===== config.mk =====
export PLATFORM = sky130hd
export DESIGN_NAME = hfs_ctrl
export DESIGN_NICKNAME = d
export VERILOG_FILES = /design/src/hdl/hfs_pkg.sv /design/src/hdl/hfs_ctrl.sv
export SDC_FILE = /design/constraint.sdc
export NUM_CORES = 1
export LEC_CHECK = 0
export ABC_AREA = 1
export BUFFER_PORTS_ARGS = -buffer_cell sky130_fd_sc_hd__buf_2
export CORE_ASPECT_RATIO = 1.25
export CORE_MARGIN = 2
export CORE_UTILIZATION = 51
export DETAILED_ROUTE_END_ITERATION = 8
export GPL_TIMING_DRIVEN = 0
export PLACE_DENSITY = 0.79
export SETUP_SLACK_MARGIN = 0.2
export SLEW_MARGIN = 20
export SYNTH_ARGS = -nofsm -noshare
export SYNTH_HDL_FRONTEND = slang
export SYNTH_SLANG_ARGS = --single-unit

===== constraint.sdc =====
create_clock -name aclk -period 2.5 [get_ports aclk]
set_clock_uncertainty 0.2 [all_clocks]
set_input_delay 0.125 -clock aclk [delete_from_list [all_inputs] [get_ports aclk]]
set_output_delay 0.125 -clock aclk [all_outputs]
set_load 0.01 [all_outputs]

===== src/hdl/hfs_pkg.sv =====
`default_nettype none
package hfs_pkg;

    localparam int PROB_FRAC_BITS = 31;
    localparam int PROB_W = 32;
    localparam logic [PROB_W-1:0] PROB_ONE = PROB_W'(1) << PROB_FRAC_BITS;

    localparam int IDX_W = 6;
    localparam int FUNC_W = 2;
    localparam int STATE_W = 4;
    localparam int SYM_W = 2;
    localparam int CFG_W = 5;
    localparam int S_TDATA_W = 48;
    localparam int M_TDATA_W = 40;

    typedef enum logic [1:0] {
        FUNC_LOAD   = 2'd0,
        FUNC_START  = 2'd1,
        FUNC_SYMBOL = 2'd2,
        FUNC_NONE   = 2'd3
    } func_t;

    typedef enum logic [1:0] {
        DP_IDLE,
        DP_MAC,
        DP_COPY,
        DP_SUM
    } dp_op_t;

    typedef enum logic [3:0] {
        ST_IDLE,
        ST_MAC,
        ST_MAC_DRAIN0,
        ST_MAC_DRAIN1,
        ST_COPY,
        ST_COPY_DRAIN,
        ST_SUM,
        ST_SUM_DRAIN,
        ST_OUT
    } ctrl_state_t;

    typedef struct packed {
        logic             take;
        logic             init;
        dp_op_t           op;
        logic [IDX_W-1:0] row;
        logic [IDX_W-1:0] col;
        logic             first;
        logic             last;
        logic             trim;
        logic [IDX_W-1:0] last_idx;
        logic             clr_sum;
        logic             out_load;
    } dp_cmd_t;

    typedef struct packed {
        logic out_busy;
    } dp_status_t;

endpackage
`default_nettype wire


===== src/hdl/hfs_ctrl.sv =====
`default_nettype none
module hfs_ctrl #(
    parameter int MAX_STATES = 16
) (
    input  wire logic                      aclk,
    input  wire logic                      aresetn,
    input  wire logic                      cfg_wr_en,
    input  wire logic [hfs_pkg::CFG_W-1:0] cfg_wr_data,
    input  wire logic                      s_tvalid,
    output logic                           s_tready,
    input  wire logic [hfs_pkg::FUNC_W-1:0] s_tuser,
    output hfs_pkg::dp_cmd_t               cmd,
    input  wire hfs_pkg::dp_status_t       status
);

    localparam int SW = $clog2(MAX_STATES);

    hfs_pkg::ctrl_state_t state_reg, state_next;
    logic [hfs_pkg::CFG_W-1:0] num_states_reg;
    logic [SW-1:0] row_reg, row_next;
    logic [SW-1:0] col_reg, col_next;
    logic [SW-1:0] last_idx;

    always_ff @(posedge aclk) begin
        if (!aresetn) begin
            state_reg      <= hfs_pkg::ST_IDLE;
            num_states_reg <= hfs_pkg::CFG_W'(16);
            row_reg        <= '0;
            col_reg        <= '0;
        end else begin
            state_reg <= state_next;
            row_reg   <= row_next;
            col_reg   <= col_next;
            if (cfg_wr_en) begin
                num_states_reg <= cfg_wr_data;
            end
        end
    end

    always_comb begin
        if (num_states_reg == '0) begin
            last_idx = '0;
        end else if (int'(num_states_reg) > MAX_STATES) begin
            last_idx = SW'(MAX_STATES - 1);
        end else begin
            last_idx = SW'(num_states_reg - hfs_pkg::CFG_W'(1));
        end
    end

    always_comb begin
        state_next   = state_reg;
        row_next     = row_reg;
        col_next     = col_reg;
        s_tready     = 1'b0;
        cmd          = '0;
        cmd.op       = hfs_pkg::DP_IDLE;
        cmd.row      = hfs_pkg::IDX_W'(row_reg);
        cmd.col      = hfs_pkg::IDX_W'(col_reg);
        cmd.first    = (row_reg == '0);
        cmd.last     = (row_reg == last_idx);
        cmd.last_idx = hfs_pkg::IDX_W'(last_idx);
        unique case (state_reg)
            hfs_pkg::ST_IDLE: begin
                s_tready = 1'b1;
                row_next = '0;
                col_next = '0;
                if (s_tvalid) begin
                    cmd.take = 1'b1;
                    unique case (hfs_pkg::func_t'(s_tuser))
                        hfs_pkg::FUNC_START: begin
                            cmd.init   = 1'b1;
                            state_next = hfs_pkg::ST_SUM;
                        end
                        hfs_pkg::FUNC_SYMBOL: begin
                            state_next = hfs_pkg::ST_MAC;
                        end
                        hfs_pkg::FUNC_LOAD,
                        hfs_pkg::FUNC_NONE: begin
                            state_next = hfs_pkg::ST_SUM;
                        end
                    endcase
                end
            end
            hfs_pkg::ST_MAC: begin
                cmd.op = hfs_pkg::DP_MAC;
                if (row_reg == last_idx) begin
                    row_next = '0;
                    if (col_reg == last_idx) begin
                        col_next   = '0;
                        state_next = hfs_pkg::ST_MAC_DRAIN0;
                    end else begin
                        col_next = col_reg + SW'(1);
                    end
                end else begin
                    row_next = row_reg + SW'(1);
                end
            end
            hfs_pkg::ST_MAC_DRAIN0: begin
                state_next = hfs_pkg::ST_MAC_DRAIN1;
            end
            hfs_pkg::ST_MAC_DRAIN1: begin
                state_next = hfs_pkg::ST_COPY;
            end
            hfs_pkg::ST_COPY: begin
                cmd.op   = hfs_pkg::DP_COPY;
                cmd.trim = (col_reg == '0);
                if (col_reg == last_idx) begin
                    col_next   = '0;
                    state_next = hfs_pkg::ST_COPY_DRAIN;
                end else begin
                    col_next = col_reg + SW'(1);
                end
            end
            hfs_pkg::ST_COPY_DRAIN: begin
                state_next = hfs_pkg::ST_SUM;
            end
            hfs_pkg::ST_SUM: begin
                cmd.op      = hfs_pkg::DP_SUM;
                cmd.clr_sum = (col_reg == '0);
                if (col_reg == last_idx) begin
                    col_next   = '0;
                    state_next = hfs_pkg::ST_SUM_DRAIN;
                end else begin
                    col_next = col_reg + SW'(1);
                end
            end
            hfs_pkg::ST_SUM_DRAIN: begin
                state_next = hfs_pkg::ST_OUT;
            end
            hfs_pkg::ST_OUT: begin
                if (!status.out_busy) begin
                    cmd.out_load = 1'b1;
                    state_next   = hfs_pkg::ST_IDLE;
                end
            end
            default: begin
                state_next = hfs_pkg::ST_IDLE;
            end
        endcase
    end

endmodule
`default_nettype wire


==> metrics.log, run 1 <==
INFO  metric drc = 0
INFO  metric clkSinkCount = 17
INFO  metric timing.hold.worst.class = in -> reg
INFO  metric path_cells = inv_2 -> ha_4 -> inv_1 -> nor2_1 -> nand2_1 -> nand2_2 -> xor2_1 -> nor2_4 -> nand3_4 -> inv_1 -> buf_2
INFO  metric ys_seq_area_share = 24.79%
INFO  metric crit_top_cell = inv_1
INFO  metric drive_above_1_share = 32.17%
INFO  metric drv.max_cap_violation_count = 0
INFO  metric post_synth_inst_count = 201
INFO  metric wirelength = 3239 um
INFO  metric wl_per_cell = 11.09 um
INFO  metric io_pins = 40
INFO  metric postLayoutSetupSlackWorst = 308.4 ps
INFO  metric crit_slowest_cell = dfxtp_1
INFO  metric synth_xor_xnor_area_share = 4.376%
INFO  metric routed_via_density = 4.870
INFO  metric synth_top_family_by_area = simple AND/OR/NAND/NOR gates
INFO  metric synth-simple-area-share = 41.75%
INFO  metric fmaxAchievable = 456.3 MHz
INFO  metric via_count_of_the_first_global_routing_pass = 1285
INFO  metric final_min_period_over_clock_period = 87.67%
INFO  metric grt-ovfl-total = 0
INFO  metric yosys_register_bits = 17
INFO  metric netlist_top_cells_area = dfxtp_1, nand2_1, inv_1
INFO  metric core_footprint = 2628 sq um
INFO  metric pre_cts_slack = 307.0 ps
INFO  metric grt_use_total = 22.56%
INFO  metric timing.critical_path.fanout_max = 4
INFO  metric synth_largest_area_cell = dfxtp_1
INFO  metric place.port_buffers = 33
INFO  metric post_synth_instance_area = 1373 sq um
INFO  metric crit_type = reg -> out
INFO  metric maximum_single_stage_delay_on_the_critical_path = 340 ps
INFO  metric grt_setup_unrepaired = no
INFO  metric cp.depth = 11
INFO  metric finalCoreUtilization = 68.24%
INFO  metric synthDominantCellAreaShare = 24.79%
INFO  metric reg2regPathDepth = 13
INFO  metric post-synth-top-count-cell = nand2_1
INFO  metric clock_insertion_delay_worst_skew = 300 ps
INFO  metric fillerInstances = 237
INFO  metric critical_path.n_buffers_inverters = 4
INFO  metric initialDrtViolationCount = 27
INFO  metric ys.warnings.count = 0
INFO  metric number_of_distinct_library_cell_variants_in_the_gate_level_netlist_after_synthesis = 30
INFO  metric die_outline_area = 3125 sq um
INFO  metric edff_count_synth = 0
INFO  metric clk_transition_reported_paths = 110 ps
INFO  metric vias = 1422
INFO  metric yosys-mux-area-fraction = 0%
INFO  metric power_density = 846.6 nW/um^2
INFO  metric finalSetupViolations = 0
INFO  metric critical_path_required = 2170 ps
INFO  metric total_leakage_power = 0.9327 nW
INFO  metric critical-path-top-delay-family = simple AND/OR/NAND/NOR gates
INFO  metric detail_route.first_pass.iterations = 4
INFO  metric post_synth_fa_ha_maj_area_fraction = 4.558%
INFO  metric grt_antenna_before_repair = 0
INFO  metric root_buffer = clkbuf_4
INFO  metric post_synth_most_frequent_cells = nand2_1, inv_1, nor2_1
INFO  metric grt_max_degree = 12
INFO  metric cts_tree = built
INFO  metric largest_register_ffs = 5
INFO  metric async_flop_share = 0%
INFO  metric diodes = 0
INFO  metric die_w = 50.40 um
INFO  metric postRouteAntennaNets = 0
INFO  metric layout.nets = 276
INFO  metric synth_compound_area_share = 10.85%
INFO  metric die_y = 62 um
INFO  metric sum_of_net_half_perimeters_after_detailed_placement = 2349 um
INFO  metric worst_ir_drop_on_vdd = 0.5550 mV
INFO  metric dominantRegCellSynth = dfxtp_1
INFO  metric finalHoldViolCount = 0
INFO  metric cts_buffers = 3
INFO  metric critical_path.startpoint_type = register
INFO  metric clock_buffer_depth = 2
INFO  metric htree_levels = 1
INFO  metric finalCriticalPeriod = 2192 ps
INFO  metric slew_violations = 0
INFO  metric worst-endpoint-arrival = 1870 ps
INFO  metric rows = 21
INFO  metric routabilityCongestion = 0.8480
INFO  metric initial_util = 52.24%
INFO  metric area_growth = 30.63%
INFO  metric grt_first_pass_wirelength = 5402 um
INFO  metric synth.avg_cell_area = 6.829 sq um
INFO  metric finalSetupTns = 0 ps
INFO  metric whs_path_depth = 5
INFO  metric result_of_the_run = complete, no violations
INFO  metric critical_path.endpoint_type = output port
## cells in the final DEF (no fill, tap or decap), types with 2 or more instances in the layout
cell type,instances
nor2_4,3
conb_1,6
o21ai_0,9
buf_2,33
clkinv_1,2
buf_4,9
inv_1,27
nor2_1,21
a21oi_1,7
clkbuf_4,3
inv_2,6
a21oi_2,2
nand3_1,17
nand3_4,3
nand2_2,9
nor2_2,4
dfxtp_1,17
nand2_1,37
nor4_1,2
nand4_1,3
dlygate4sd3_1,13
xor2_1,5
nand2_4,5
ha_1,4
## worst reg2reg max path: stages, from the launching register on
cell and delay (ps):
dfxtp_1 370, inv_2 70, ha_4 170, inv_1 80, nor2_1 50, nand2_1 120
nand2_2 100, xor2_1 170, nor2_4 140, nand3_4 110, o21bai_4 240, nand2_1 100
nand2_1 70, nor2_1 40
## power by group
part | switching (W) | leakage, nW | total, W | internal (W)
logic | 0.000572 | 0.779 | 0.000932 | 0.000360
clock network | 0.0000965 | 0.0139 | 0.000158 | 0.0000610
registers | 0.0000936 | 0.140 | 0.000428 | 0.000335
total | 0.000762 | 0.933 | 0.00152 | 0.000756
## routing by layer
| metal | part of all wire, % | vias to the layer above | global-route usage (%) |
|---|---|---|---|
| li1 | - | 741 | - |
| met1 | 43 | 643 | 26.14 |
| met2 | 52 | 30 | 41.54 |
| met3 | 3.2 | 8 | 2.632 |
| met4 | 2.3 | 0 | 11.58 |
| met5 | 0 | - | 0 |
## worst paths after layout
check	startpoint	end	slack, ps
worst max-delay path	num_states_reg[0]$_SDFFE_PN0P_	cmd[9]	310
worst min register to register	col_reg[3]$_SDFFE_PN0P_	col_reg[3]$_SDFFE_PN0P_	350
worst max register to register	num_states_reg[0]$_SDFFE_PN0P_	col_reg[1]$_SDFFE_PN0P_	380
worst min-delay path	s_tuser[1]	state_reg[0]$_SDFFE_PN0P_	70
## timing repair
action | 4_1_cts | 5_1_grt
gates resized for setup | 2 | 4
hold buffers | 13 | 0
pin swaps | 0 | 1
endpoints found under the hold margin | 10 | 0
buffers inserted | 0 | 2
setup endpoints to repair | 1 | 6
## metrics by stage
step / total power (W) / instance area (sq um) / cells / hold slack [ps]
final: 0.001518 / 1793 / 292 / 74.51
after global routing: 0.001677 / 1793 / 292 / 133.1
after CTS: 0.001512 / 1762 / 290 / 68.61
after detailed placement: 0.001335 / 1599 / 273 / 145.0
after global placement: 0.001321 / 1599 / 273 / 146.8
after floorplan: 0.001118 / 1391 / 206 / 25.35
## layout make-up
class | instances | area (sq um) | share of cell area [%]
Buffer | 7 | 52.55 | 2.931
Inverter | 35 | 131.4 | 7.327
Timing Repair Buffer | 48 | 310.3 | 17.31
Clock inverter | 1 | 7.507 | 0.4187
Tap cell | 34 | 42.54 | 2.373
Multi-Input combinational cell | 147 | 885.9 | 49.41
Clock buffer | 3 | 22.52 | 1.256
Sequential cell | 17 | 340.3 | 18.98
## logic make-up (layout without fill, tap and decap cells)
kind of cell             Yosys count  after routing
other                              1              6
XOR/XNOR                           6              6
buffers and inverters             42             94
flip-flops                        17             17
AND/OR/NAND/NOR                  106            106
adder cells (fa/ha/maj)            5              5
AO/OA/AOI/OAI                     24             24
Power figures use the tool's default switching activity.
==> inputs of run 2 (changes only) <==
--- a/config.mk
+++ b/config.mk
@@ -7,12 +7,13 @@
 export LEC_CHECK = 0
 export ABC_AREA = 1
 export BUFFER_PORTS_ARGS = -buffer_cell sky130_fd_sc_hd__buf_2
+export CELL_PAD_IN_SITES_DETAIL_PLACEMENT = 1
+export CELL_PAD_IN_SITES_GLOBAL_PLACEMENT = 1
 export CORE_ASPECT_RATIO = 1.25
 export CORE_MARGIN = 2
-export CORE_UTILIZATION = 51
+export CORE_UTILIZATION = 36
 export DETAILED_ROUTE_END_ITERATION = 8
-export GPL_TIMING_DRIVEN = 0
-export PLACE_DENSITY = 0.79
+export PLACE_DENSITY_LB_ADDON = 0.1
 export SETUP_SLACK_MARGIN = 0.2
 export SLEW_MARGIN = 20
 export SYNTH_ARGS = -nofsm -noshare
==> metrics.log, run 2 (synthesized netlist as in run 1, its figures left out) <==
INFO  metric result_of_the_run = complete, no violations
INFO  metric timing.hold.ws = 13.68 ps (-60.83 ps)
INFO  metric fmaxAchievable = 465.1 MHz (+1.9%)
INFO  metric grt-ovfl-total = 0 (unchanged)
INFO  metric routed_via_density = 4.972 (+2.1%)
INFO  metric rows = 25 (+19%)
INFO  metric critical_path.endpoint_type = output port
INFO  metric timing.rr.start = num_states_reg[0]$_SDFFE_PN0P_
INFO  metric clk_transition_reported_paths = 80 ps (-30 ps)
INFO  metric wl_per_cell = 14.03 um (+26%)
INFO  metric clock_buffer_depth = 2 (unchanged)
INFO  metric path_cells = inv_2 -> ha_4 -> inv_1 -> a21oi_2 -> nand2_2 -> xor2_2 -> nor2_4 -> nand3_4 -> inv_1 -> buf_2
INFO  metric finalHoldViolCount = 0 (unchanged)
INFO  metric area_growth = 25.34%
INFO  metric mostFrequentLayoutCell = nand2_1
INFO  metric ff2ff_setup_slack = 360 ps (-20 ps)
INFO  metric critical_path.startpoint_type = register
INFO  metric cp-endpoint = cmd[9]
INFO  metric grt_first_pass_wirelength = 6831 um (+26%)
INFO  metric cp.depth = 10 (-1)
INFO  metric vias = 1422 (unchanged)
INFO  metric diodes = 0 (unchanged)
INFO  metric finalSetupViolations = 0 (unchanged)
INFO  metric critical-path-top-delay-family = buffers and inverters
INFO  metric io_pins = 40 (unchanged)
INFO  metric wirelength = 4013 um (+24%)
INFO  metric cts_buffers = 3 (unchanged)
INFO  metric timing.hold.worst.class = in -> reg
INFO  metric detail_route.first_pass.iterations = 4 (unchanged)
INFO  metric drv.max_cap_violation_count = 0 (unchanged)
INFO  metric layout.nets = 264 (-4.3%)
INFO  metric via_count_of_the_first_global_routing_pass = 1492 (+16%)
INFO  metric worstReg2RegEnd = col_reg[2]$_SDFFE_PN0P_
INFO  metric routabilityCongestion = 0.8586 (+1.3%)
INFO  metric finalSetupTns = 0 ps (unchanged)
INFO  metric root_buffer = clkbuf_8
INFO  metric grt_use_total = 20.71% (-1.8 points)
INFO  metric grt_antenna_before_repair = 0 (unchanged)
INFO  metric die_w = 59.23 um (+18%)
INFO  metric final_min_period_over_clock_period = 86.01% (-1.7 points)
INFO  metric slew_violations = 0 (unchanged)
INFO  metric grt_setup_unrepaired = no
INFO  metric clkSinkCount = 17 (unchanged)
INFO  metric initialDrtViolationCount = 46 (+70%)
INFO  metric reg2regPathDepth = 12 (-1)
INFO  metric fillerInstances = 520 (+120%)
INFO  metric postRouteAntennaNets = 0 (unchanged)
INFO  metric worst_ir_drop_on_vdd = 0.3658 mV (-34%)
INFO  metric crit_top_cell = inv_1
INFO  metric finalCriticalPeriod = 2150 ps (-41.43 ps)
INFO  metric power_density = 945.8 nW/um^2 (+12%)
INFO  metric sum_of_net_half_perimeters_after_detailed_placement = 3161 um (+35%)
INFO  metric largest_register_ffs = 5 (unchanged)
INFO  metric worst_setup_path_startpoint = num_states_reg[0]$_SDFFE_PN0P_
INFO  metric core_footprint = 3722 sq um (+42%)
INFO  metric worst-endpoint-arrival = 1830 ps (-40 ps)
INFO  metric layout_common_cells = nand2_1, buf_2, inv_1
INFO  metric grt_max_degree = 14 (+2)
INFO  metric timing.critical_path.fanout_max = 5 (+1)
INFO  metric critical_path.n_buffers_inverters = 4 (unchanged)
INFO  metric crit_slowest_cell = dfxtp_1
INFO  metric drive_above_1_share = 30.08% (-2.1 points)
INFO  metric place.port_buffers = 33 (unchanged)
INFO  metric drc = 0 (unchanged)
INFO  metric clock_insertion_delay_worst_skew = 260 ps (-40 ps)
INFO  metric htree_levels = 1 (unchanged)
INFO  metric die_y = 73.04 um (+18%)
INFO  metric maximum_single_stage_delay_on_the_critical_path = 310 ps (-30 ps)
INFO  metric initial_util = 36.87% (-15 points)
INFO  metric critical_path_required = 2170 ps (about the same)
INFO  metric total_leakage_power = 0.8832 nW (-5.3%)
INFO  metric die_outline_area = 4326 sq um (+38%)
INFO  metric cts_tree = built
INFO  metric crit_type = reg -> out
## run 2: cell types whose count changed in the layout (fill, tap and decap cells not counted), sizes merged
cell	change
buf	-8
dlygate4sd3	-4
clkinvlp	-1
clkinv	+1
## run 2: power by group
part	internal, W	total (W)	switching [W]
registers	0.000335	0.000433	0.0000983
logic	0.000360	0.000974	0.000614
clock network	0.000111	0.000220	0.000110
## run 2: metrics by stage
stage               util [%]  instance area [sq um]  std cells  setup WS [ps]  total power [W]
CTS                    45.41                   1690        285          206.2         0.001611
finish                 46.22                   1720        286          349.8         0.001627
global route           46.22                   1720        286          219.7         0.001792
global placement       41.75                   1554        272          455.2         0.001346
detailed placement     41.75                   1554        272          284.4         0.001381
floorplan                  -                   1391        206          494.0         0.001118
## run 2: how the worst min path moves through the flow
stage / from / end / cells after the start
2_1_floorplan: cfg_wr_en / num_states_reg[4]$_SDFFE_PN1P_ / 1
3_3_place_gp: cfg_wr_data[2] / num_states_reg[2]$_SDFFE_PN0P_ / 3
3_5_place_dp: cfg_wr_data[4] / num_states_reg[4]$_SDFFE_PN1P_ / 3
4_1_cts: aresetn / col_reg[2]$_SDFFE_PN0P_ / 3
5_1_grt: aresetn / col_reg[2]$_SDFFE_PN0P_ / 3
6_report: aresetn / col_reg[3]$_SDFFE_PN0P_ / 3
## run 2: worst reg2reg max path, stage by stage (launching register included)
cell and delay, ps:
dfxtp_1 310, inv_2 110, ha_4 160, inv_1 70, a21oi_2 180, nand2_2 110, xor2_2 170, nor2_4 140
nand3_4 110, o21bai_4 250, buf_4 160, o21ai_2 50, nor2_2 70
## run 2: per-layer routing
layer / track usage, % / up-vias / routed length [um]
met5: 0 / - / 0
met4: 7.071 / 0 / 64
met3: 2.128 / 6 / 116
met2: 38.10 / 29 / 2181
met1: 24.22 / 675 / 1651
li1: - / 712 / -
## run 2: cell type report
cell class                      instances  area [sq um]  area share, %
Clock buffer                            3         41.29          2.400
Clock inverter                          1         5.005         0.2909
Inverter                               35         131.4          7.636
Multi-Input combinational cell        147         889.6          51.71
Sequential cell                        17         340.3          19.78
Tap cell                               40         50.05          2.909
Timing Repair Buffer                   43         262.8          15.27
## run 2: timing repair
action / CTS / global route
hold buffers: 9 / 0
gates resized for setup: 0 / 5
setup endpoints to repair: 0 / 6
setup buffers: 0 / 1
endpoints found under the hold margin: 6 / 0
==> inputs of run 3 (changes only) <==
--- a/config.mk
+++ b/config.mk
@@ -5,13 +5,13 @@
 export SDC_FILE = /design/constraint.sdc
 export NUM_CORES = 1
 export LEC_CHECK = 0
-export ABC_AREA = 1
 export BUFFER_PORTS_ARGS = -buffer_cell sky130_fd_sc_hd__buf_2
 export CELL_PAD_IN_SITES_DETAIL_PLACEMENT = 1
 export CELL_PAD_IN_SITES_GLOBAL_PLACEMENT = 1
 export CORE_ASPECT_RATIO = 1.25
 export CORE_MARGIN = 2
 export CORE_UTILIZATION = 36
+export CTS_CLUSTER_SIZE = 14
 export DETAILED_ROUTE_END_ITERATION = 8
 export PLACE_DENSITY_LB_ADDON = 0.1
 export SETUP_SLACK_MARGIN = 0.2
==> metrics.log, run 3 <==
INFO  metric core_footprint = 3543 sq um (-4.8%)
INFO  metric wirelength = 4175 um (+4.0%)
INFO  metric via_count_of_the_first_global_routing_pass = 1540 (+3.2%)
INFO  metric area_of_the_multi_input_gates = 967.2 sq um (+8.7%)
INFO  metric clk_transition_reported_paths = 70 ps (about the same)
INFO  metric sum_of_net_half_perimeters_after_detailed_placement = 3193 um (+1.0%)
INFO  metric initial_util = 38.21% (+1.3 points)
INFO  metric mostFrequentLayoutCell = buf_2
INFO  metric grt_setup_unrepaired = yes
INFO  metric yosys_register_bits = 17 (unchanged)
INFO  metric reg2regPathDepth = 9 (-3)
INFO  metric detail_route.first_pass.iterations = 6 (+2)
INFO  metric wl_per_cell = 15.35 um (+9.4%)
INFO  metric grt_antenna_before_repair = 0 (unchanged)
INFO  metric rows = 24 (-4.0%)
INFO  metric grt_max_degree = 25 (+11)
INFO  metric ys.warnings.count = 0 (unchanged)
INFO  metric worst-endpoint-arrival = 2820 ps (+990 ps)
INFO  metric total_leakage_power = 0.8327 nW (-5.7%)
INFO  metric die_y = 72.56 um (-0.65%)
INFO  metric grt_first_pass_wirelength = 7065 um (+3.4%)
INFO  metric critical_path.endpoint_type = register
INFO  metric timing.critical_path.fanout_max = 5 (unchanged)
INFO  metric layout_common_cells = buf_2, buf_4, nand2_1
INFO  metric finalSetupViolations = 12 (+12)
INFO  metric placedInstanceArea = 1672 sq um (+7.6%)
INFO  metric sequential_cell_area_in_the_final_layout = 342.8 sq um (+0.74%)
INFO  metric clock_insertion_delay_worst_skew = 250 ps (about the same)
INFO  metric failed_checks = design-rule violations, negative setup slack
INFO  metric post_synth_instance_area = 1354 sq um (-1.4%)
INFO  metric area_growth = 36.51%
INFO  metric power_density = 786.8 nW/um^2 (-17%)
INFO  metric final_min_period_over_clock_period = 114.9% (+29 points)
INFO  metric io_pins = 40 (unchanged)
INFO  metric finalHoldViolCount = 0 (unchanged)
INFO  metric htree_levels = 1 (unchanged)
INFO  metric whs_path_depth = 2 (-1)
INFO  metric grt_use_total = 20.91% (+0.20 points)
INFO  metric die_outline_area = 4270 sq um (-1.3%)
INFO  metric routabilityCongestion = 0.7725 (-10%)
INFO  metric dominantRegCellSynth = dfxtp_1
INFO  metric drive_above_1_share = 34.76% (+4.7 points)
INFO  metric timing.hold.worst.class = in -> reg
INFO  metric finalSetupTns = -2522 ps (-2522 ps)
INFO  metric place.port_buffers = 33 (unchanged)
INFO  metric result_of_the_run = finished with violations
INFO  metric post-layout-total-power = 0.001454 W (-11%)
INFO  metric postRouteAntennaNets = 0 (unchanged)
INFO  metric postLayoutSetupSlackWorst = -372.6 ps (-722.4 ps)
INFO  metric netlist_top_cells_area = dfxtp_1, nand2_1, ha_1
INFO  metric cts_buffers = 3 (unchanged)
INFO  metric synth.avg_cell_area = 7.649 sq um (+12%)
INFO  metric clkSinkCount = 17 (unchanged)
INFO  metric post-synth-top-count-cell = nand2_1
INFO  metric slew_violations = 0 (unchanged)
INFO  metric fillerInstances = 461 (-11%)
INFO  metric crit_type = reg -> reg
INFO  metric finalCriticalPeriod = 2873 ps (+722.4 ps)
INFO  metric drc = 1 (+1)
INFO  metric routed_via_density = 5.232 (+5.2%)
INFO  metric root_buffer = clkbuf_8
INFO  metric critical_path_required = 2450 ps (+280 ps)
INFO  metric async_flop_share = 0% (unchanged)
INFO  metric synthDominantCellAreaShare = 25.14% (+0.34 points)
INFO  metric post_synth_most_frequent_cells = nand2_1, dfxtp_1, nor2_1
INFO  metric largest_register_ffs = 5 (unchanged)
INFO  metric critical_path.startpoint_type = register
INFO  metric synth_largest_area_cell = dfxtp_1
INFO  metric worst_ir_drop_on_vdd = 0.4342 mV (+19%)
INFO  metric edff_count_synth = 0 (unchanged)
INFO  metric timing.hold.ws = 54.34 ps (+40.66 ps)
INFO  metric grt-ovfl-total = 0 (unchanged)
INFO  metric post_synth_inst_count = 177 (-12%)
INFO  metric cts_tree = built
INFO  metric ys_seq_area_share = 25.14% (+0.34 points)
INFO  metric fmaxAchievable = 348.1 MHz (-25%)
INFO  metric drv.max_cap_violation_count = 0 (unchanged)
INFO  metric initialDrtViolationCount = 29 (-37%)
INFO  metric clock_buffer_depth = 2 (unchanged)
INFO  metric die_w = 58.85 um (-0.64%)
INFO  metric vias = 1423 (+0.070%)
INFO  metric diodes = 0 (unchanged)
INFO  metric ff2ff_setup_slack = -370 ps (-730 ps)
INFO  metric number_of_distinct_library_cell_variants_in_the_gate_level_netlist_after_synthesis = 50 (+67%)
INFO  metric finalInstanceArea = 1848 sq um (+7.4%)
INFO  metric layout.nets = 251 (-4.9%)
## run 3: changes by cell type in the layout (fill, tap and decap cells not counted), sizes merged, moves of 4 or more
cell	delta
nand2	-29
buf	+24
inv	-24
nand3	-17
nor2	-17
nor2b	+6
nor3	+6
nor3b	+6
mux2i	+5
o21ai	-5
or3	+5
dlygate4sd3	-4
## run 3: metal layers
layer / part of all wire (%) / routed length, um / up-vias / GRT usage, %
li1: - / - / 727 / -
met1: 40 / 1671 / 671 / 23.28
met2: 57 / 2383 / 23 / 42.10
met3: 2.7 / 114 / 2 / 2.317
met4: 0.14 / 6 / 0 / 2.525
met5: 0 / 0 / - / 0
## run 3: worst paths after layout
check	end	start
max	state_reg[0]$_SDFFE_PN0P_	num_states_reg[1]$_SDFFE_PN0P_
max reg2reg	state_reg[0]$_SDFFE_PN0P_	num_states_reg[1]$_SDFFE_PN0P_
min	num_states_reg[4]$_SDFFE_PN1P_	aresetn
min reg2reg	row_reg[0]$_SDFFE_PN0P_	row_reg[0]$_SDFFE_PN0P_
## run 3: worst max-delay path, cell delays in order, from the launching register on
cell and delay (ps):
dfxtp_2 330, inv_2 70, ha_4 130, or3b_4 400
and3_4 190, or4b_4 490, a32oi_4 260, a31oi_4 140
or4_4 420, o211a_1 130
## run 3: cells by family after synthesis
| group | share of synthesized area, % |
|---|---|
| fa+ha+maj | 4.621 |
| other cells | 0.2770 |
| buf+inv | 9.334 |
| mux | 3.697 |
| xor+xnor | 3.882 |
| simple gates | 34.38 |
| compound gates | 18.67 |
| flops | 25.14 |
## run 3: report_power, final
part	internal, W	switching (W)
clock network	0.000111	0.000102
logic	0.000395	0.000446
registers	0.000313	0.0000884
total	0.000818	0.000636
## run 3: stage by stage
step	cells	utilization (%)	setup WS [ps]
after floorplan	182	-	-484.3
after global placement	259	47.18	-357.9
after detailed placement	259	47.18	-408.4
after CTS	270	51.45	-348.1
after global routing	272	52.15	-467.7
final	272	52.15	-372.6
## run 3: final cells by class
cell class	instances	share of cell area, %
clock inverters	1	0.2708
multi-input cells	140	52.34
repair buffers	63	22.00
inverters	9	1.963
well taps	39	2.640
clock buffers	3	2.234
flip-flops and latches	17	18.55
## run 3: what timing repair did
action                     4_1_cts  5_1_grt
setup endpoints to repair       12       12
pin swaps                        5        4
buffers inserted                 2        2
hold endpoints to repair         5        0
hold buffers                     5        0
cloned                           0        0
gates resized for setup         12        3
